==> config.mk <==
export PLATFORM = sky130hd
export DESIGN_NAME = bitmap_first_fit_allocator
export DESIGN_NICKNAME = d
export VERILOG_FILES = /design/src/rtl/core/bffa_pkg.sv /design/src/rtl/core/bffa_ram.sv /design/src/rtl/core/bitmap_first_fit_allocator.sv
export SDC_FILE = /design/constraint.sdc
export NUM_CORES = 1
export LEC_CHECK = 0
export BUFFER_PORTS_ARGS = -buffer_cell sky130_fd_sc_hd__clkbuf_2
export CAP_MARGIN = 15
export CELL_PAD_IN_SITES_DETAIL_PLACEMENT = 0
export CELL_PAD_IN_SITES_GLOBAL_PLACEMENT = 1
export CORE_MARGIN = 2
export CORE_UTILIZATION = 47
export CTS_BUF_LIST = sky130_fd_sc_hd__clkbuf_16
export DETAILED_ROUTE_END_ITERATION = 8
export GPL_ROUTABILITY_DRIVEN = 0
export HOLD_SLACK_MARGIN = 0.02
export PLACE_DENSITY = 0.82
export SLEW_MARGIN = 10
export SYNTH_ARGS = -nofsm -noshare
export SYNTH_HDL_FRONTEND = slang
export SYNTH_SLANG_ARGS = --single-unit
export TNS_END_PERCENT = 100
==> constraint.sdc <==
create_clock -name clk -period 16.19 [get_ports clk]
set_clock_uncertainty 0.1 [all_clocks]
set_input_delay 4.857 -clock clk [delete_from_list [all_inputs] [get_ports clk]]
set_output_delay 4.857 -clock clk [all_outputs]
set_load 0.01 [all_outputs]
==> src/rtl/core/bffa_pkg.sv <==
`timescale 1ns / 1ps

package bffa_pkg;

    // slots held in one map word
    localparam int WORD_W  = 8;
    localparam int WORD_LW = $clog2(WORD_W);

    // request kinds
    localparam logic OP_ALLOC = 1'b0;
    localparam logic OP_FREE  = 1'b1;

    // result codes
    localparam logic [1:0] STAT_OK     = 2'd0;
    localparam logic [1:0] STAT_NO_FIT = 2'd1;
    localparam logic [1:0] STAT_RANGE  = 2'd2;
    localparam logic [1:0] STAT_DOUBLE = 2'd3;

    typedef logic [WORD_W-1:0] map_word_t;

endpackage

==> src/rtl/core/bffa_ram.sv <==
`timescale 1ns / 1ps

module bffa_ram #(
    parameter int DATA_W = 8,
    parameter int DEPTH  = 32,
    localparam int ADDR_W = (DEPTH > 1) ? $clog2(DEPTH) : 1
) (
    input  logic              clk,
    input  logic              we,
    input  logic [ADDR_W-1:0] waddr,
    input  logic [DATA_W-1:0] wdata,
    input  logic [ADDR_W-1:0] raddr,
    output logic [DATA_W-1:0] rdata
);

    logic [DATA_W-1:0] mem [DEPTH];

    always_ff @(posedge clk)
    begin
        if (we)
        begin
            mem[waddr] <= wdata;
        end
        rdata <= mem[raddr];
    end

endmodule

==> src/rtl/core/bitmap_first_fit_allocator.sv <==
`timescale 1ns / 1ps

// bitmap first-fit allocator: one used bit per slot, kept 8 slots to a ram word
//
// input channel s_axis_*: one word per request; tuser is the opcode (allocate or
// free), tdata carries start_index and slot_count
// output channel m_axis_*: one word per request; tdata is granted_index, tuser is
// the status (ok, no fit, free out of range, double free)
// config: cfg_wen/cfg_wdata write pool_size; the user must write it only while no
// request is in flight, as the block itself does not enforce this
// reset: the map ram is swept to all-free, one word per cycle; s_axis_tready
// stays low until the sweep is over
//
// the map word ram is the only path to the map, one read and one write per
// cycle: allocate scans the words in order until a fit or the end of the pool,
// then marks the words of the run; free clears the words of its range
// one request at a time; tready is high only while idle
// the result sits in an output register, so the next request is accepted while
// the receiver stalls; a finished request waits for that register to drain
module bitmap_first_fit_allocator
    import bffa_pkg::*;
#(
    parameter int SLOTS = 256
) (
    input  logic        clk,
    input  logic        rst_n,

    input  logic        s_axis_tvalid,
    output logic        s_axis_tready,
    input  logic [23:0] s_axis_tdata,   // [7:0] start_index, [16:8] slot_count, zero pad
    input  logic        s_axis_tuser,   // [0] opcode

    output logic        m_axis_tvalid,
    input  logic        m_axis_tready,
    output logic [7:0]  m_axis_tdata,   // [7:0] granted_index
    output logic [1:0]  m_axis_tuser,   // [1:0] status

    input  logic        cfg_wen,
    input  logic [8:0]  cfg_wdata       // pool_size
);

    localparam int WORDS = (SLOTS + WORD_W - 1) / WORD_W;
    localparam int AW    = (WORDS > 1) ? $clog2(WORDS) : 1;
    // slot positions, sizes and counts; holds WORDS*8 and any 9-bit field
    localparam int SWC   = $clog2(WORDS * WORD_W + 1);
    localparam int SW    = (SWC > 10) ? SWC : 10;

    localparam logic [2:0] ST_CLR   = 3'd0;
    localparam logic [2:0] ST_IDLE  = 3'd1;
    localparam logic [2:0] ST_CHECK = 3'd2;
    localparam logic [2:0] ST_SCAN  = 3'd3;
    localparam logic [2:0] ST_RMW   = 3'd4;
    localparam logic [2:0] ST_DONE  = 3'd5;

    // control
    logic [2:0]    state_reg, state_next;
    logic [SW-1:0] rd_ptr_reg, rd_ptr_next;
    logic          rd_vld_reg, rd_vld_next;
    logic [8:0]    pool_size_reg;
    logic          m_valid_reg;

    // payload
    logic          op_reg;
    logic [7:0]    start_reg;
    logic [8:0]    count_reg;
    logic [AW-1:0] rd_idx_reg, rd_idx_next;
    logic [SW-1:0] run_len_reg, run_len_next;
    logic [SW-1:0] run_start_reg, run_start_next;
    logic [SW-1:0] lo_reg, lo_next;
    logic [SW-1:0] hi_reg, hi_next;
    logic          mark_reg, mark_next;
    logic          dbl_reg, dbl_next;
    logic [7:0]    granted_reg, granted_next;
    logic [1:0]    status_reg, status_next;
    logic [7:0]    m_data_reg;
    logic [1:0]    m_user_reg;

    logic          s_accept;
    logic          out_load;
    logic [SW-1:0] pool_ext;
    logic [SW-1:0] live_size;
    logic [SW-1:0] words_live;
    logic [SW-1:0] cnt_ext;
    logic [SW-1:0] free_end;
    logic [SW-1:0] last_word;

    logic          ram_we;
    logic [AW-1:0] ram_waddr;
    map_word_t     ram_wdata;
    map_word_t     ram_rdata;

    // per-word scan and mark/clear logic
    logic [SW-1:0] scan_slot;
    logic [SW-1:0] scan_len;
    logic [SW-1:0] scan_rs;
    logic          scan_found;
    logic [SW-1:0] rmw_slot;
    map_word_t     rmw_mask;
    map_word_t     rmw_word;
    logic          rmw_dbl;

    assign s_accept      = s_axis_tvalid && s_axis_tready;
    assign s_axis_tready = (state_reg == ST_IDLE);
    assign out_load      = (state_reg == ST_DONE) && (!m_valid_reg || m_axis_tready);

    assign m_axis_tvalid = m_valid_reg;
    assign m_axis_tdata  = m_data_reg;
    assign m_axis_tuser  = m_user_reg;

    // pool sizes above SLOTS saturate
    assign pool_ext   = SW'(pool_size_reg);
    assign live_size  = (pool_ext > SW'(SLOTS)) ? SW'(SLOTS) : pool_ext;
    assign words_live = (live_size + SW'(WORD_W - 1)) >> WORD_LW;
    assign cnt_ext    = SW'(count_reg);
    assign free_end   = SW'(start_reg) + cnt_ext;
    assign last_word  = (hi_reg - SW'(1)) >> WORD_LW;

    bffa_ram #(
        .DATA_W (WORD_W),
        .DEPTH  (WORDS)
    ) u_map (
        .clk   (clk),
        .we    (ram_we),
        .waddr (ram_waddr),
        .wdata (ram_wdata),
        .raddr (rd_ptr_reg[AW-1:0]),
        .rdata (ram_rdata)
    );

    // first-fit scan over one map word, carrying the free run across words
    always_comb
    begin
        scan_len   = run_len_reg;
        scan_rs    = run_start_reg;
        scan_found = 1'b0;
        scan_slot  = '0;
        for (int b = 0; b < WORD_W; b++)
        begin
            scan_slot = SW'({rd_idx_reg, WORD_LW'(b)});
            if (!scan_found && (scan_slot < live_size))
            begin
                if (ram_rdata[b])
                begin
                    scan_len = '0;
                    scan_rs  = scan_slot + SW'(1);
                end
                else
                begin
                    scan_len = scan_len + SW'(1);
                    if (scan_len >= cnt_ext)
                    begin
                        scan_found = 1'b1;
                    end
                end
            end
        end
    end

    // mark or clear the part of [lo, hi) that falls in this word
    always_comb
    begin
        rmw_slot = '0;
        for (int b = 0; b < WORD_W; b++)
        begin
            rmw_slot    = SW'({rd_idx_reg, WORD_LW'(b)});
            rmw_mask[b] = (rmw_slot >= lo_reg) && (rmw_slot < hi_reg);
        end
        rmw_word = mark_reg ? (ram_rdata | rmw_mask) : (ram_rdata & ~rmw_mask);
        rmw_dbl  = |(rmw_mask & ~ram_rdata);
    end

    always_comb
    begin
        state_next     = state_reg;
        rd_ptr_next    = rd_ptr_reg;
        rd_vld_next    = rd_vld_reg;
        rd_idx_next    = rd_idx_reg;
        run_len_next   = run_len_reg;
        run_start_next = run_start_reg;
        lo_next        = lo_reg;
        hi_next        = hi_reg;
        mark_next      = mark_reg;
        dbl_next       = dbl_reg;
        granted_next   = granted_reg;
        status_next    = status_reg;
        ram_we         = 1'b0;
        ram_waddr      = rd_idx_reg;
        ram_wdata      = rmw_word;

        unique case (state_reg)
            ST_CLR:
            begin
                // reset sweep, one word per cycle
                ram_we      = 1'b1;
                ram_waddr   = rd_ptr_reg[AW-1:0];
                ram_wdata   = '0;
                rd_ptr_next = rd_ptr_reg + SW'(1);
                if (rd_ptr_reg == SW'(WORDS - 1))
                begin
                    state_next = ST_IDLE;
                end
            end
            ST_IDLE:
            begin
                if (s_accept)
                begin
                    state_next = ST_CHECK;
                end
            end
            ST_CHECK:
            begin
                granted_next   = '0;
                status_next    = STAT_OK;
                rd_ptr_next    = '0;
                rd_vld_next    = 1'b0;
                run_len_next   = '0;
                run_start_next = '0;
                dbl_next       = 1'b0;
                if (op_reg == OP_ALLOC)
                begin
                    state_next = ST_SCAN;
                end
                else if (free_end > live_size)
                begin
                    status_next = STAT_RANGE;
                    state_next  = ST_DONE;
                end
                else if (count_reg == '0)
                begin
                    state_next = ST_DONE;
                end
                else
                begin
                    lo_next     = SW'(start_reg);
                    hi_next     = free_end;
                    mark_next   = 1'b0;
                    rd_ptr_next = SW'(start_reg) >> WORD_LW;
                    state_next  = ST_RMW;
                end
            end
            ST_SCAN:
            begin
                rd_vld_next = 1'b0;
                if (rd_vld_reg && scan_found)
                begin
                    granted_next = scan_rs[7:0];
                    if (count_reg == '0)
                    begin
                        // zero count: first free slot, nothing marked
                        state_next = ST_DONE;
                    end
                    else
                    begin
                        lo_next     = scan_rs;
                        hi_next     = scan_rs + cnt_ext;
                        mark_next   = 1'b1;
                        rd_ptr_next = scan_rs >> WORD_LW;
                        state_next  = ST_RMW;
                    end
                end
                else if (!rd_vld_reg && (rd_ptr_reg >= words_live))
                begin
                    status_next = STAT_NO_FIT;
                    state_next  = ST_DONE;
                end
                else
                begin
                    if (rd_vld_reg)
                    begin
                        run_len_next   = scan_len;
                        run_start_next = scan_rs;
                    end
                    if (rd_ptr_reg < words_live)
                    begin
                        rd_ptr_next = rd_ptr_reg + SW'(1);
                        rd_vld_next = 1'b1;
                        rd_idx_next = rd_ptr_reg[AW-1:0];
                    end
                end
            end
            ST_RMW:
            begin
                // read word k+1 while word k is written back
                rd_vld_next = 1'b0;
                if (rd_vld_reg)
                begin
                    ram_we   = 1'b1;
                    dbl_next = dbl_reg | rmw_dbl;
                end
                if (rd_vld_reg && (rd_idx_reg == last_word[AW-1:0]))
                begin
                    if (!mark_reg && (dbl_reg || rmw_dbl))
                    begin
                        status_next = STAT_DOUBLE;
                    end
                    state_next = ST_DONE;
                end
                else if (rd_ptr_reg <= last_word)
                begin
                    rd_ptr_next = rd_ptr_reg + SW'(1);
                    rd_vld_next = 1'b1;
                    rd_idx_next = rd_ptr_reg[AW-1:0];
                end
            end
            ST_DONE:
            begin
                if (out_load)
                begin
                    state_next = ST_IDLE;
                end
            end
            default:
            begin
                state_next = ST_IDLE;
            end
        endcase
    end

    always_ff @(posedge clk or negedge rst_n)
    begin
        if (!rst_n)
        begin
            state_reg     <= ST_CLR;
            rd_ptr_reg    <= '0;
            rd_vld_reg    <= 1'b0;
            pool_size_reg <= 9'd256;
            m_valid_reg   <= 1'b0;
        end
        else
        begin
            state_reg  <= state_next;
            rd_ptr_reg <= rd_ptr_next;
            rd_vld_reg <= rd_vld_next;
            if (cfg_wen)
            begin
                pool_size_reg <= cfg_wdata;
            end
            if (out_load)
            begin
                m_valid_reg <= 1'b1;
            end
            else if (m_axis_tready)
            begin
                m_valid_reg <= 1'b0;
            end
        end
    end

    always_ff @(posedge clk)
    begin
        if (s_accept)
        begin
            op_reg    <= s_axis_tuser;
            start_reg <= s_axis_tdata[7:0];
            count_reg <= s_axis_tdata[16:8];
        end
        rd_idx_reg    <= rd_idx_next;
        run_len_reg   <= run_len_next;
        run_start_reg <= run_start_next;
        lo_reg        <= lo_next;
        hi_reg        <= hi_next;
        mark_reg      <= mark_next;
        dbl_reg       <= dbl_next;
        granted_reg   <= granted_next;
        status_reg    <= status_next;
        if (out_load)
        begin
            m_data_reg <= granted_reg;
            m_user_reg <= status_reg;
        end
    end

    // the map is never touched while waiting for a request
    a_idle_no_write: assert property (@(posedge clk) disable iff (!rst_n)
        state_reg == ST_IDLE |-> !ram_we)
        else $error("map write while idle");

    // an accepted request always goes to the check state first
    a_accept_check: assert property (@(posedge clk) disable iff (!rst_n)
        s_accept |=> state_reg == ST_CHECK)
        else $error("accepted request did not enter check");

    // write-back never runs past the last word of the range
    a_rmw_bound: assert property (@(posedge clk) disable iff (!rst_n)
        (ram_we && state_reg == ST_RMW) |-> SW'(ram_waddr) <= last_word)
        else $error("write-back beyond range");

    // only a successful request carries a nonzero index
    a_fail_zero: assert property (@(posedge clk) disable iff (!rst_n)
        (m_axis_tvalid && m_axis_tuser != STAT_OK) |-> m_axis_tdata == '0)
        else $error("failed request with nonzero index");

endmodule

---- Word level (Yosys, flattened, before mapping) ----
Memories as Yosys holds them, arrays and structs flattened. A register that Yosys moved wholly into a read port is not among the register bits.
Cells that the tools add are included.
operators by class
  equal/unequal tests ..................... 29
  order comparisons ....................... 37
  mux-type cells .......................... 135
  reductions and logical operators ........ 50
  bitwise logic cells ..................... 6
  $add $sub $neg .......................... 21
operator list
  cell                   number
  $mux 10                54
  $add 10x1->10 const B  9
  $ge 10x9->1            8
  $ge 8x10->1            8
  $lt 8x10->1            8
  $pmux 10 s2            4
  $add 8x1->9 const B    8
  $lt 8x9->1             8
  $mux 5                 9
  $mux 1                 42
  $pmux 10 s4            1
  $ne 2x2->1 const B     17
  $mux 8                 3
  $logic_and 1x1->1      21
  $mux 3                 7
  $pmux 3 s6             1
  $reduce_and 6->1       3
  $and 8x8->8            2
  $not 8->8              2
  $pmux 8 s2             1
  $mux 2                 6
  $ne 3x3->1 const B     4
  $add 10x9->10          1
  $add 8x9->10           1
  31 further kinds       50
storage, ports and cells
  flip-flop bits (word level) ............. 109
  word-level logic and storage cells ...... 298
  RAM bits ................................ 256
  output and inout bits ................... 12
  memories kept ........................... 1
memory list
  memory     words  bits a word  read ports  clocked after Yosys merged registers in  wr ports  RTL line        source
  u_map.mem  32     8            1           1                                        1         bffa_ram.sv:16  logic [DATA_W-1:0] mem [DEPTH];

---- Longest topological paths before layout ----
Gate-level depths: netlist of run 1.
  depth in word-level cells ............... 36
  mapped depth ............................ 84

---- Modules after synthesis ----
Synthesis of run 1 repeated with hierarchy kept, for this count alone.
second synthesis, totals
  cells, all modules ...................... 2000
  area total of the unflattened synthesis .. 23304.9 µm²
modules (own cells, without submodules)
  module                      cells each  area each (µm²)  times used
  bitmap_first_fit_allocator  1583        13251.5          1
  bffa_ram                    417         10053.4          1

---- Worst setup path after synthesis of run 1 ----
Ideal clock, no wire load.
  path type ............................... reg-to-reg
  start ................................... register pool_size_reg[8]
  end ..................................... register run_len_reg[0], enable pin
  stages on the path, launching flop included .. 80
  data arrival time ....................... 14730 ps
  path buffers ............................ 8
  setup slack ............................. 957 ps
  required time ........................... 15686 ps
  period minus slack after synthesis ...... 15233 ps
  cell sequence ........................... dfstp_2 -> buf_4 -> inv_1 -> clkbuf_1 -> nand2_1 -> ha_1 -> a211oi_2 -> o32a_1 -> buf_2 -> nand3_2 -> buf_6 -> o21ai_1 -> ha_1 -> and3_1 -> clkbuf_1 -> a21oi_1 -> nor3_1 -> a21oi_1 -> [... 44 more ...] -> ha_1 -> inv_1 -> xnor2_1 -> ha_1 -> nor2b_1 -> o21ai_0 -> nand2b_1 -> a21oi_1 -> nor2b_1 -> o21ai_0 -> nand2b_1 -> a21oi_1 -> nor2b_1 -> o21ai_0 -> o21ai_0 -> a211oi_2 -> nand2_1 -> a21oi_1
between the ends
  cells in the longest elaborated chain, start to end .. 36
  elaborated cells between the ends (all ways) .. 80
  those cells by class .................... add/sub (8); order compare (17); eq/ne (2); mux (36); reduce/logical (17)
RTL lines
  element                       RTL line                           source
  start, declared               bitmap_first_fit_allocator.sv:59   logic [8:0] pool_size_reg;
  start signal, assigned        bitmap_first_fit_allocator.sv:336  pool_size_reg <= cfg_wdata;
  $gt 9x9->1                    bitmap_first_fit_allocator.sv:112  assign live_size = (pool_ext > SW'(SLOTS)) ? SW'(SLOTS) : pool_ext;
  $mux 9 *                      bitmap_first_fit_allocator.sv:112
  $lt 8x9->1                    bitmap_first_fit_allocator.sv:140  if (!scan_found && (scan_slot < live_size))
  $mux 10                       bitmap_first_fit_allocator.sv:140
  $add 10x1->10                 bitmap_first_fit_allocator.sv:149  scan_len = scan_len + SW'(1);
  $ge 10x9->1                   bitmap_first_fit_allocator.sv:150  if (scan_len >= cnt_ext)
  $mux 1                        bitmap_first_fit_allocator.sv:150
  $mux 1                        bitmap_first_fit_allocator.sv:142  if (ram_rdata[b])
  [... 20 more ...]             --
  $add 10x1->10                 bitmap_first_fit_allocator.sv:149
  $ge 10x9->1                   bitmap_first_fit_allocator.sv:150
  $mux 1                        bitmap_first_fit_allocator.sv:150
  $mux 1                        bitmap_first_fit_allocator.sv:142
  $mux 1                        bitmap_first_fit_allocator.sv:140
  $logic_and 1x1->1             bitmap_first_fit_allocator.sv:244  if (rd_vld_reg && scan_found)
  $ne 2x2->1 (no line)          --
  $reduce_and 4->1 (no line) *  --
  end signal, assigned          bitmap_first_fit_allocator.sv:358  run_len_reg <= run_len_next;
  end, declared                 bitmap_first_fit_allocator.sv:67   logic [SW-1:0] run_len_reg, run_len_next;
Mark *: on every way between the ends. The rest lies on a longest branch, timed or not.
A chain may end at the register's enable or synchronous reset.

---- Worst setup path in the final report of run 1 ----
  start ................................... register pool_size_reg[8]
  end ..................................... register hi_reg[3], enable pin
between the ends
  cells in the longest elaborated chain, start to end .. 36
  elaborated cells between the ends (all ways) .. 78
  those cells by class .................... add/sub (7); order compare (17); eq/ne (2); mux (36); reduce/logical (16)
RTL lines
  element                       RTL line                           source
  $gt 9x9->1                    bitmap_first_fit_allocator.sv:112
  $mux 9 *                      bitmap_first_fit_allocator.sv:112
  $lt 8x9->1                    bitmap_first_fit_allocator.sv:140
  $mux 10                       bitmap_first_fit_allocator.sv:140
  $add 10x1->10                 bitmap_first_fit_allocator.sv:149
  $ge 10x9->1                   bitmap_first_fit_allocator.sv:150
  $mux 1                        bitmap_first_fit_allocator.sv:150
  $mux 1                        bitmap_first_fit_allocator.sv:142
  [... 20 more ...]             --
  $add 10x1->10                 bitmap_first_fit_allocator.sv:149
  $ge 10x9->1                   bitmap_first_fit_allocator.sv:150
  $mux 1                        bitmap_first_fit_allocator.sv:150
  $mux 1                        bitmap_first_fit_allocator.sv:142
  $mux 1                        bitmap_first_fit_allocator.sv:140
  $logic_and 1x1->1             bitmap_first_fit_allocator.sv:244
  $ne 2x2->1 (no line)          --
  $reduce_and 6->1 (no line) *  --
  end signal, assigned          bitmap_first_fit_allocator.sv:361  hi_reg <= hi_next;
  end, declared                 bitmap_first_fit_allocator.sv:70   logic [SW-1:0] hi_reg, hi_next;
Marks and branches as above.

==> results of run 1 <==
==> logic make-up after synthesis <==
group	Yosys count
other cells	1
compound gates	483
simple gates	639
xor+xnor	77
mux	127
buf+inv	155
flops	373
fa+ha+maj	142
==> repair_timing <==
action | 4_1_cts | 5_1_grt
hold buffers | 0 | 0
resized for setup | 0 | 31
setup endpoints to repair | 0 | 74
setup buffers | 0 | 10
==> metal layers <==
| layer | share of wire [%] | wire, um | GRT usage, % | vias to the layer above |
|---|---|---|---|---|
| li1 | - | - | - | 7849 |
| met1 | 42 | 27400 | 35.3 | 8465 |
| met2 | 47 | 30500 | 41.1 | 798 |
| met3 | 7.5 | 4810 | 3.73 | 129 |
| met4 | 2.8 | 1800 | 7.58 | 0 |
| met5 | 0 | 0 | 0 | - |
==> cells in the final DEF, fill, tap and decap left out, types with 10 or more instances in the layout <==
master,synthesis,layout
mux2i_1,18,18
nor2b_1,31,31
and3_1,20,18
edfxtp_1,341,341
mux2_2,27,27
a21o_1,38,38
dfrtp_1,23,21
nand2b_1,32,32
nand4_1,17,17
a31oi_1,14,14
o211ai_1,16,16
nand2_1,145,144
buf_4,5,54
or3_1,15,15
a211oi_1,17,16
clkbuf_16,0,37
ha_1,140,138
a21oi_1,107,103
and2_1,26,26
o21ai_0,80,75
nor3_1,41,38
nor4_1,11,10
o31ai_1,15,14
xor2_1,11,11
clkbuf_2,0,43
inv_1,74,83
mux4_2,80,80
xnor2_1,65,64
nand3_1,58,58
o21a_1,12,11
nor2_1,173,164
a21oi_2,7,11
==> worst max-delay path: cells and delay by family (launching register included) <==
family	cells	cell delay, ns
AO/OA/AOI/OAI	33	6.24
XOR/XNOR	2	0.28
adder cells (fa/ha/maj)	8	2.14
buffers and inverters	6	1.14
flip-flops	1	0.56
multiplexers	2	0.83
AND/OR/NAND/NOR	24	3.47
==> worst min path at each step <==
stage	slack (ns)	cells after the start	from	endpoint
5_1_grt	0.33	0	granted_reg[3]	m_axis_tdata[3]
6_report	0.32	0	granted_reg[3]	m_axis_tdata[3]
3_3_place_gp	0.31	0	granted_reg[3]	m_axis_tdata[3]
2_1_floorplan	0.30	0	granted_reg[0]	m_axis_tdata[0]
4_1_cts	0.32	0	granted_reg[3]	m_axis_tdata[3]
3_5_place_dp	0.31	0	status_reg[0]	m_axis_tuser[0]
==> per-stage QoR <==
step                instance area [sq um]  utilization, %  hold WS (ns)
global route                        25900            52.8         0.327
finish                              25900            52.8         0.317
floorplan                           23300               -         0.300
CTS                                 25600            52.4         0.321
detailed placement                  24400            49.8         0.311
global placement                    24400            49.8         0.306
==> final cells by class <==
cell class,instances,area [sq um]
tap,664,831
multi-input combinational,1469,11800
inverter,76,289
timing repair buffer,98,641
sequential,373,11000
clock buffer,37,926
fill,4123,23100
clock inverter,31,365
==> flow_summary.rst, run 1 <==
.. list-table::
   :header-rows: 1

   * - Metric
     - Value
   * - Result of the run
     - finished, final reports clean
   * - Total vias in the final route
     - 17200
   * - Worst slew pin tran
     - 1.14 ns
   * - Non-filler instance count after layout
     - around 2700
   * - DRC violation count after routing
     - 0
   * - Cells taking the most area after synthesis
     - edfxtp_1 (44%), mux4_2 (7.7%), ha_1 (7.5%)
   * - Post-synthesis to final-layout area growth
     - 11.1%
   * - Syn Area/Cell
     - 11.7 sq um
   * - Path depth of the worst reg2reg path
     - 75
   * - Num ports
     - 51
   * - Diode insertion count for antenna repair
     - 0
   * - Die boundary width
     - 226 um
   * - Arrival time at the worst endpoint
     - 15.26 ns
   * - Minimum setup slack among reg-to-reg paths
     - approximately 1.1 ns
   * - Delay of the slowest cell on the worst path
     - 0.56 ns
   * - Post-synthesis cell type count
     - 132
   * - Combined area of all synthesized cells
     - 23300 sq um
   * - Setup violations, final
     - 0
   * - Residual antenna-violating net count after detailed routing
     - 0
   * - Crit path max-delay cell type
     - dfstp_2
   * - Portion of the clock cycle consumed by the worst path in the final layout
     - 93.2%
   * - Largest register FFs
     - 256
   * - Final worst slack
     - 1.10 ns
   * - Clock tree from TritonCTS
     - yes
   * - Top-area cell type share of the netlist area
     - 44.0%
   * - Initial antenna violation count
     - 0
   * - Effective utilization at floorplan
     - around 48%
   * - Maximum number of pins on one net before global-route repair
     - 71
   * - Register bank with the most flops
     - u_map.mem
   * - Most frequently used cell type in the post-synthesis netlist
     - edfxtp_1
   * - Final #Nets
     - 2236
   * - Vertical extent of the die
     - 226 um
   * - Critical path endpoint category
     - flop
   * - Total core area
     - between 40000 and 50000 sq um
   * - Synth Area in Compound Gates
     - 15.2%
   * - Avg WL per Cell
     - 23.5 um
   * - Count of max-cap constraint violations
     - 0
   * - Maximum level of the CTS H-tree
     - 2
   * - Via count of the first global-routing pass
     - ~17000
   * - Total global routing overflow
     - 0
   * - Buffers on Ports
     - 43
   * - Final wirelength
     - 64.6 mm
   * - Type of element launching the critical path
     - flop
   * - Largest area contributor in the synthesized netlist
     - edfxtp_1
   * - Data required, critical path
     - 16.37 ns
   * - Detailed-router iteration count before antenna repair
     - 5
   * - Flip-flop and latch count after synthesis
     - roughly 370
   * - Post-synthesis instance total
     - 1997
   * - Seq/Total Area, Yosys
     - ~47%
   * - Place WS
     - ~0.39 ns
   * - Launch point of the worst path
     - pool_size_reg[8]
   * - Fraction of the mapped netlist area in adder cells
     - 7.70%
   * - Mux share of post-synthesis cell area
     - 9.97%
   * - TritonCTS Buffers
     - 37
   * - Final Max Tran Viols
     - 0
   * - Instance count after placement with tap cells included
     - 2670
   * - XOR/XNOR share of the synthesized area
     - 2.93%
   * - Kind of path behind the tightest hold check
     - reg -> reg
   * - Max Buffers Root-to-Sink
     - 3
   * - Number of rows created at floorplan
     - 81
   * - Most frequently used flop master after synthesis
     - edfxtp_1
   * - Routed via count divided by cell count
     - 6.27
   * - Maximum fanout along the worst path
     - 21
   * - Post-DP HPWL
     - about 45 mm
   * - FFs w/ async S/R, synth
     - 6.43%
   * - Destination of the critical timing path
     - hi_reg[3]
   * - Total GRT Usage
     - 25.3%
   * - Largest family of logic cells by synthesized area
     - compound AO/OA/AOI/OAI gates
   * - Origin of the critical flop-to-flop path
     - pool_size_reg[8]
   * - Number of sinks driven by the clock tree
     - 373
   * - Most used standard cells in the synthesized netlist
     - edfxtp_1 (341), nor2_1 (173), nand2_1 (145)
   * - Final-report hold violation count
     - 0
   * - Library cell used as clock root buffer
     - clkbuf_16
   * - Setup TNS
     - 0 ns
   * - Syn Nets
     - 2178
   * - Total die area
     - 51300 sq um
   * - DRC violation total after the first TritonRoute iteration
     - about 1900
   * - End of the worst register-to-register path
     - hi_reg[3]
   * - Clock network latency to the later pin of the worst-skew pair
     - 0.57 ns
   * - CP Class
     - reg -> reg
   * - Final critical path time including I/O delays and setup
     - about 15 ns
   * - Synth Warn #
     - 0
   * - Achievable frequency
     - 66.3 MHz
   * - Rel. slew slack
     - a little under a quarter
   * - Number of synthesized flops with an enable pin
     - 341
   * - Clk pin slew, worst setup/hold paths
     - 0.06 ns
   * - Share of layout cells above drive strength 1
     - 18.2%
   * - Library cell appearing most often on the critical path
     - a21o_1
   * - First-pass GRT wire length
     - 98.6 mm
   * - Area share of and/or/nand/nor cells after synthesis
     - between 10% and 20%
Power of run 1 is left out: the tool's default activity adds up to more than one toggle a clock period on the data nets, which glitch-free logic cannot reach.
==> inputs of run 2 (changes only) <==
==> constraint.sdc (replaced) <==
create_clock -name clk -period 12.51 [get_ports clk]
set_clock_uncertainty 0.1 [all_clocks]
set_input_delay 3.753 -clock clk [delete_from_list [all_inputs] [get_ports clk]]
set_output_delay 3.753 -clock clk [all_outputs]
set_load 0.01 [all_outputs]
==> run 2 against run 1 <==
The flow now finishes with violations (negative setup slack); fmax up 15%; final area up 19%; worst hold slack worse by 0.0066 ns; critical path type unchanged; clock-buffer cell count unchanged; utilization up 10 points; wire length up 15%; critical endpoint is now rd_ptr_reg[4]; setup slack worse by 1.7 ns.
==> flow_summary.rst, run 2 (synthesis gave the netlist of run 1 again) <==
.. list-table::
   :header-rows: 1

   * - Metric
     - Value
   * - Result of the run
     - finished with violations (was finished, final reports clean)
   * - Failing checks
     - negative setup slack
   * - CP Class
     - reg -> reg (unchanged)
   * - Minimum setup slack among reg-to-reg paths
     - -0.64 ns (was 1.10 ns)
   * - Clock network latency to the later pin of the worst-skew pair
     - 0.56 ns (was 0.57 ns)
   * - Clk pin slew, worst setup/hold paths
     - 0.06 ns (about the same)
   * - Highest routing layer actually used
     - met4 (unchanged)
   * - Detailed-router iteration count before antenna repair
     - 6 (was 5)
   * - End of the worst register-to-register path
     - rd_ptr_reg[4] (was hi_reg[3])
   * - Setup violations, final
     - 72 (was 0)
   * - Max Buffers Root-to-Sink
     - 3 (unchanged)
   * - Maximum fanout along the worst path
     - 7 (was 21)
   * - Achievable frequency
     - 76.0 MHz (was 66.3 MHz)
   * - Arrival time at the worst endpoint
     - 13.53 ns (was 15.26 ns)
   * - Via count of the first global-routing pass
     - 19400 (was 16600)
   * - Post-DP HPWL
     - 51.3 mm (was 45.3 mm)
   * - Place WS
     - -1.52 ns (was 0.388 ns)
   * - Origin of the critical flop-to-flop path
     - pool_size_reg[8] (unchanged)
   * - Largest register FFs
     - 256 (unchanged)
   * - Total vias in the final route
     - 19700 (was 17200)
   * - Routed via count divided by cell count
     - 6.12 (was 6.27)
   * - Total die area
     - 51300 sq um (unchanged)
   * - Library cell used as clock root buffer
     - clkbuf_16 (unchanged)
   * - Final design instance area without fill
     - 30800 sq um (was 25900 sq um)
   * - Effective utilization at floorplan
     - 47.5% (unchanged)
   * - Maximum number of pins on one net before global-route repair
     - 73 (was 71)
   * - Final #Nets
     - 2713 (was 2236)
   * - Total core area
     - 49000 sq um (unchanged)
   * - Hold Crit Depth
     - 0 (unchanged)
   * - Clock tree from TritonCTS
     - yes (unchanged)
   * - Count of filler cells inserted in the layout
     - 3637 (was 4123)
   * - Commonest non-fill, non-tap cells in the layout
     - buf_4 (490), edfxtp_1 (341), nor2_1 (156) (was edfxtp_1 (341), nor2_1 (164), nand2_1 (144))
   * - Type of element launching the critical path
     - flop (unchanged)
   * - Critical path endpoint category
     - flop (unchanged)
   * - Portion of the clock cycle consumed by the worst path in the final layout
     - 105% (was 93.2%)
   * - Avg WL per Cell
     - 23.0 um (was 23.5 um)
   * - Worst slew pin tran
     - 1.12 ns (was 1.14 ns)
   * - Kind of path behind the tightest hold check
     - reg -> reg (unchanged)
   * - Count of max-cap constraint violations
     - 0 (unchanged)
   * - Hold buffers post-CTS
     - 0 (unchanged)
   * - Post-synthesis to final-layout area growth
     - 32.6% (was 11.1%)
   * - DRC violation count after routing
     - 0 (unchanged)
   * - Residual antenna-violating net count after detailed routing
     - 0 (unchanged)
   * - Share of layout cells above drive strength 1
     - 40.7% (was 18.2%)
   * - Initial antenna violation count
     - 0 (unchanged)
   * - Buffers on Ports
     - 43 (unchanged)
   * - Maximum level of the CTS H-tree
     - 2 (unchanged)
   * - Vertical extent of the die
     - 226 um (unchanged)
   * - Final-report hold violation count
     - 0 (unchanged)
   * - Total GRT Usage
     - 28.9% (was 25.3%)
   * - Total global routing overflow
     - 0 (unchanged)
   * - Setup repair after global routing missed its margin
     - true
   * - DRC violation total after the first TritonRoute iteration
     - 2144 (was 1890)
   * - Met1 WL
     - 29.6 mm (was 27.4 mm)
   * - Final worst slack
     - -0.640 ns (was 1.10 ns)
   * - Final wirelength
     - 74.2 mm (was 64.6 mm)
   * - Die boundary width
     - 226 um (unchanged)
   * - TritonCTS Buffers
     - 37 (unchanged)
   * - Hold EP
     - m_axis_tdata[5] (was m_axis_tdata[3])
   * - Met3 wirelength from detailed routing
     - 5.20 mm (was 4.81 mm)
   * - Number of rows created at floorplan
     - 81 (unchanged)
   * - Delay of the slowest cell on the worst path
     - 0.57 ns (was 0.56 ns)
   * - Data required, critical path
     - 12.89 ns (was 16.37 ns)
   * - Register bank with the most flops
     - u_map.mem (unchanged)
   * - Source of the worst hold timing path
     - granted_reg[5] (was granted_reg[3])
   * - Final Max Tran Viols
     - 0 (unchanged)
   * - Final critical path time including I/O delays and setup
     - 13.15 ns (was 15.09 ns)
   * - DR WL met2
     - 36.2 mm (was 30.5 mm)
   * - Final design utilization
     - 63.0% (was 52.8%)
   * - Rel. slew slack
     - 24.9% (was 23.8%)
   * - Hold slack final
     - 0.310 ns (was 0.317 ns)
   * - Standard cell area after detailed placement
     - 27500 sq um (was 24400 sq um)
   * - Library cell appearing most often on the critical path
     - a21o_1 (unchanged)
   * - Number of sinks driven by the clock tree
     - 373 (unchanged)
   * - Most frequent standard cell in the layout excluding fill and tap cells
     - buf_4 (was edfxtp_1)
   * - Path depth of the worst reg2reg path
     - 75 (unchanged)
   * - First-pass GRT wire length
     - 113 mm (was 98.6 mm)
   * - Crit path max-delay cell type
     - dfstp_2 (unchanged)
   * - Num ports
     - 51 (unchanged)
[run 2: area by class of cell]
class	instances	area, sq um	area share (%)
antenna	1	2.50	0.00811
clock buffer	37	926	3.00
clock inverter	30	218	0.706
inverter	76	309	1.00
multi-input combinational	1472	13200	42.8
sequential	373	11000	35.7
tap	664	831	2.69
timing repair buffer	572	4350	14.1
[run 2: what timing repair did]
item                       CTS  global route
setup buffers               61            42
setup endpoints to repair  108            94
gates cloned                 2             1
pin swaps                  142           104
gates resized for setup    196           119
[run 2: through the flow]
stage / cells / setup TNS [ns]
after floorplan: 1997 / -42.74
after global placement: 3063 / -93.98
after detailed placement: 3063 / -111.93
after CTS: 3186 / -30.08
after global routing: 3224 / -72.75
final: 3225 / -36.95
[run 2: how the worst max path moves through the flow]
| stage | start | end | depth (start not counted) |
|---|---|---|---|
| after floorplan | pool_size_reg[8] | run_len_reg[0] | 79 |
| after global placement | run_len_reg[0] | hi_reg[9] | 71 |
| after detailed placement | run_len_reg[0] | hi_reg[8] | 70 |
| after CTS | pool_size_reg[8] | rd_idx_reg[0] | 74 |
| after global routing | pool_size_reg[8] | rd_ptr_reg[4] | 75 |
| final | pool_size_reg[8] | rd_ptr_reg[4] | 75 |
[run 2: per-layer routing]
| metal | track usage (%) | vias up |
|---|---|---|
| met5 | 0 | - |
| met3 | 3.68 | 226 |
| met1 | 37.7 | 9779 |
| li1 | - | 8809 |
| met2 | 48.8 | 931 |
| met4 | 11.8 | 0 |
[run 2: critical path, delay by kind of cell, from the launching register on]
| family | cells | cell delay (ns) |
|---|---|---|
| AO/OA/AOI/OAI | 35 | 6.22 |
| multiplexers | 2 | 0.68 |
| flip-flops | 1 | 0.57 |
| AND/OR/NAND/NOR | 24 | 3.00 |
| adder cells (fa/ha/maj) | 8 | 1.67 |
| buffers and inverters | 6 | 0.80 |
Power of run 2 is left out for the same reason.
==> inputs of run 3 (changes only) <==
--- a/config.mk
+++ b/config.mk
@@ -19,5 +19,6 @@
 export SLEW_MARGIN = 10
 export SYNTH_ARGS = -nofsm -noshare
 export SYNTH_HDL_FRONTEND = slang
+export SYNTH_HIERARCHICAL = 1
 export SYNTH_SLANG_ARGS = --single-unit
 export TNS_END_PERCENT = 100
==> run 3 against run 2 <==
The flow still finishes with violations (negative setup slack); via count shrank 1.2%; synthesized cell count up 0.15%; setup slack got worse by 0.081 ns; register-to-register slack lost 0.08 ns; final cell count shrank 0.31%; sequential cell count did not move; critical path type unchanged; critical endpoint is now state_reg[0].
==> flow_summary.rst, run 3 <==
.. list-table::
   :header-rows: 1

   * - Metric
     - Value
   * - Result of the run
     - finished with violations (unchanged)
   * - Failing checks
     - negative setup slack (unchanged)
   * - Most used standard cells in the synthesized netlist
     - edfxtp_1 (341), nor2_1 (167), ha_1 (140) (was edfxtp_1 (341), nor2_1 (173), nand2_1 (145))
   * - Kind of path behind the tightest hold check
     - reg -> reg (unchanged)
   * - Final-report hold violation count
     - 0 (unchanged)
   * - Routed via count divided by cell count
     - 6.07 (was 6.12)
   * - FFs w/ async S/R, synth
     - 6.43% (unchanged)
   * - Final #Nets
     - 2707 (was 2713)
   * - Data required, critical path
     - 12.82 ns (was 12.89 ns)
   * - Minimum setup slack among reg-to-reg paths
     - -0.72 ns (was -0.64 ns)
   * - Commonest non-fill, non-tap cells in the layout
     - buf_4 (484), edfxtp_1 (341), nor2_1 (145) (was buf_4 (490), edfxtp_1 (341), nor2_1 (156))
   * - Total GRT Usage
     - 28.4% (was 28.9%)
   * - Syn Area/Cell
     - 11.7 sq um (about the same)
   * - Top-area cell type share of the netlist area
     - 43.9% (was 44.0%)
   * - TritonCTS Buffers
     - 36 (was 37)
   * - Total vias in the final route
     - 19500 (was 19700)
   * - End of the worst register-to-register path
     - state_reg[0] (was rd_ptr_reg[4])
   * - Hold buffers post-CTS
     - 0 (unchanged)
   * - Arrival time at the worst endpoint
     - 13.54 ns (was 13.53 ns)
   * - Largest register FFs
     - 256 (unchanged)
   * - Hold slack final
     - 0.318 ns (was 0.310 ns)
   * - Flip-flop and latch count after synthesis
     - 373 (unchanged)
   * - Final wirelength
     - 72.7 mm (was 74.2 mm)
   * - Max Buffers Root-to-Sink
     - 3 (unchanged)
   * - Path depth of the worst reg2reg path
     - 80 (was 75)
   * - Rel. slew slack
     - 26.5% (was 24.9%)
   * - Most frequent standard cell in the layout excluding fill and tap cells
     - buf_4 (unchanged)
   * - Clk pin slew, worst setup/hold paths
     - 0.07 ns (was 0.06 ns)
   * - Effective utilization at floorplan
     - 47.6% (was 47.5%)
   * - Critical path endpoint category
     - flop (unchanged)
   * - Seq/Total Area, Yosys
     - 47.2% (was 47.3%)
   * - Maximum fanout along the worst path
     - 7 (unchanged)
   * - Synth Warn #
     - 6 (was 0)
   * - Post-synthesis cell type count
     - 125 (was 132)
   * - Sum of buffers and inverters on the critical path
     - 13 (was 6)
   * - Maximum number of pins on one net before global-route repair
     - 71 (was 73)
   * - Post-synthesis instance total
     - 2000 (was 1997)
   * - Cell family with the largest share of critical-path delay
     - compound AO/OA/AOI/OAI gates (unchanged)
   * - DRC violation total after the first TritonRoute iteration
     - 1807 (was 2144)
   * - Share of layout cells above drive strength 1
     - 39.5% (was 40.7%)
   * - Library cell used as clock root buffer
     - clkbuf_16 (unchanged)
   * - Source of the worst hold timing path
     - status_reg[1] (was granted_reg[5])
   * - Origin of the critical flop-to-flop path
     - pool_size_reg[8] (unchanged)
   * - Initial antenna violation count
     - 1 (was 0)
   * - Clock tree from TritonCTS
     - yes (unchanged)
   * - Final worst slack
     - -0.721 ns (was -0.640 ns)
   * - Final design utilization
     - 62.8% (was 63.0%)
   * - Cells taking the most area after synthesis
     - edfxtp_1 (44%), mux4_2 (7.7%), ha_1 (7.5%) (unchanged)
   * - Setup violations, final
     - 75 (was 72)
   * - Largest area contributor in the synthesized netlist
     - edfxtp_1 (unchanged)
   * - Number of synthesized flops with an enable pin
     - 341 (unchanged)
   * - Via count of the first global-routing pass
     - 19400 (about the same)
   * - DRC violation count after routing
     - 0 (unchanged)
   * - First-pass GRT wire length
     - 111 mm (was 113 mm)
   * - Number of sinks driven by the clock tree
     - 373 (unchanged)
   * - Type of element launching the critical path
     - flop (unchanged)
   * - Clock network latency to the later pin of the worst-skew pair
     - 0.56 ns (about the same)
   * - Total global routing overflow
     - 0 (unchanged)
   * - Worst slew pin tran
     - 1.10 ns (was 1.12 ns)
   * - Achievable frequency
     - 75.6 MHz (was 76.0 MHz)
   * - Buffers on Ports
     - 43 (unchanged)
   * - Delay of the slowest cell on the worst path
     - 0.55 ns (was 0.57 ns)
   * - Register bank with the most flops
     - u_map/mem (was u_map.mem)
   * - Hold EP
     - m_axis_tuser[1] (was m_axis_tdata[5])
   * - Portion of the clock cycle consumed by the worst path in the final layout
     - 106% (was 105%)
   * - Most frequently used cell type in the post-synthesis netlist
     - edfxtp_1 (unchanged)
   * - Most frequently used flop master after synthesis
     - edfxtp_1 (unchanged)
   * - Post-DP HPWL
     - 51.1 mm (was 51.3 mm)
   * - Crit path max-delay cell type
     - dfstp_2 (unchanged)
   * - Avg WL per Cell
     - 22.6 um (was 23.0 um)
   * - Final critical path time including I/O delays and setup
     - 13.23 ns (was 13.15 ns)
   * - Detailed-router iteration count before antenna repair
     - 6 (unchanged)
   * - Number of rows created at floorplan
     - 81 (unchanged)
   * - Residual antenna-violating net count after detailed routing
     - 0 (unchanged)
   * - Count of filler cells inserted in the layout
     - 3604 (was 3637)
   * - Vertical extent of the die
     - 227 um (was 226 um)
   * - Hold Crit Depth
     - 0 (unchanged)
   * - Final Max Tran Viols
     - 0 (unchanged)
   * - Combined area of all synthesized cells
     - 23300 sq um (about the same)
   * - Setup repair after global routing missed its margin
     - true (unchanged)
   * - Launch point of the worst path
     - pool_size_reg[8] (unchanged)
   * - Post-synthesis to final-layout area growth
     - 31.9% (was 32.6%)
   * - Total die area
     - 51400 sq um (was 51300 sq um)
   * - Count of max-cap constraint violations
     - 0 (unchanged)
   * - Total core area
     - 49000 sq um (unchanged)
   * - Die boundary width
     - 227 um (was 226 um)
   * - Maximum level of the CTS H-tree
     - 2 (unchanged)
   * - Syn Nets
     - 2181 (was 2178)
   * - CP Class
     - reg -> reg (unchanged)
   * - Num ports
     - 51 (unchanged)
[run 3: changes by cell type in the layout (fill, tap and decap cells not counted), sizes merged, moves of 7 or more]
cell / change
o21ai: -9
a21o: +12
a311oi: +7
nand3: -14
o211ai: -7
o22a: +8
nand2: -11
nor3: +11
and2: -8
[run 3: area by class of cell]
cell class / count / area [sq um] / area share (%)
multi-input combinational: 1470 / 13000 / 42.2
sequential: 373 / 11000 / 35.8
timing repair buffer: 572 / 4470 / 14.6
clock buffer: 36 / 901 / 2.93
tap: 664 / 831 / 2.70
inverter: 72 / 285 / 0.928
clock inverter: 26 / 263 / 0.855
timing repair inverter: 1 / 8.76 / 0.0285
antenna: 1 / 2.50 / 0.00814
[run 3: cell families after synthesis]
kind of cell               synth area share (%)
AOI/OAI and AO/OA                          15.8
xor gates and xnor gates                   2.86
adders and majority gates                  7.69
buffers and inverters                      2.94
DFF                                        47.2
muxes                                      9.84
other                                    0.0161
and+or+nand+nor                            13.6
[run 3: how the worst max path moves through the flow]
stage | slack (ns) | endpoint | depth (start not counted)
after floorplan | -0.52 | run_len_reg[0] | 80
after global placement | -1.02 | run_len_reg[9] | 78
after detailed placement | -1.45 | hi_reg[8] | 72
after CTS | -0.65 | state_reg[0] | 80
after global routing | -1.42 | state_reg[0] | 82
final | -0.72 | state_reg[0] | 80
[run 3: what timing repair did]
| action | in CTS | in global routing |
|---|---|---|
| pin swaps | 100 | 30 |
| buffers inserted | 75 | 10 |
| gates resized for setup | 154 | 64 |
| endpoints found under the setup margin | 108 | 106 |
| gates cloned | 6 | 1 |
| hold endpoints to repair | 0 | 0 |
[run 3: metal layers]
metal	vias up	wire, um	GRT usage, %
li1	8861	-	-
met1	9609	29600	38.0
met2	861	35200	47.3
met3	178	5180	3.72
met4	0	2710	10.8
met5	-	0	0
[run 3: metrics by stage]
stage | TNS (ns) | setup slack (ns) | instance area [sq um] | cells
CTS | -39.92 | -0.653 | 30300 | 3203
detailed placement | -92.33 | -1.45 | 27800 | 3069
finish | -47.36 | -0.721 | 30700 | 3215
floorplan | -29.56 | -0.518 | 23900 | 2000
global placement | -69.08 | -1.02 | 27800 | 3069
global route | -101.80 | -1.42 | 30700 | 3214
Power of run 3 is left out for the same reason.
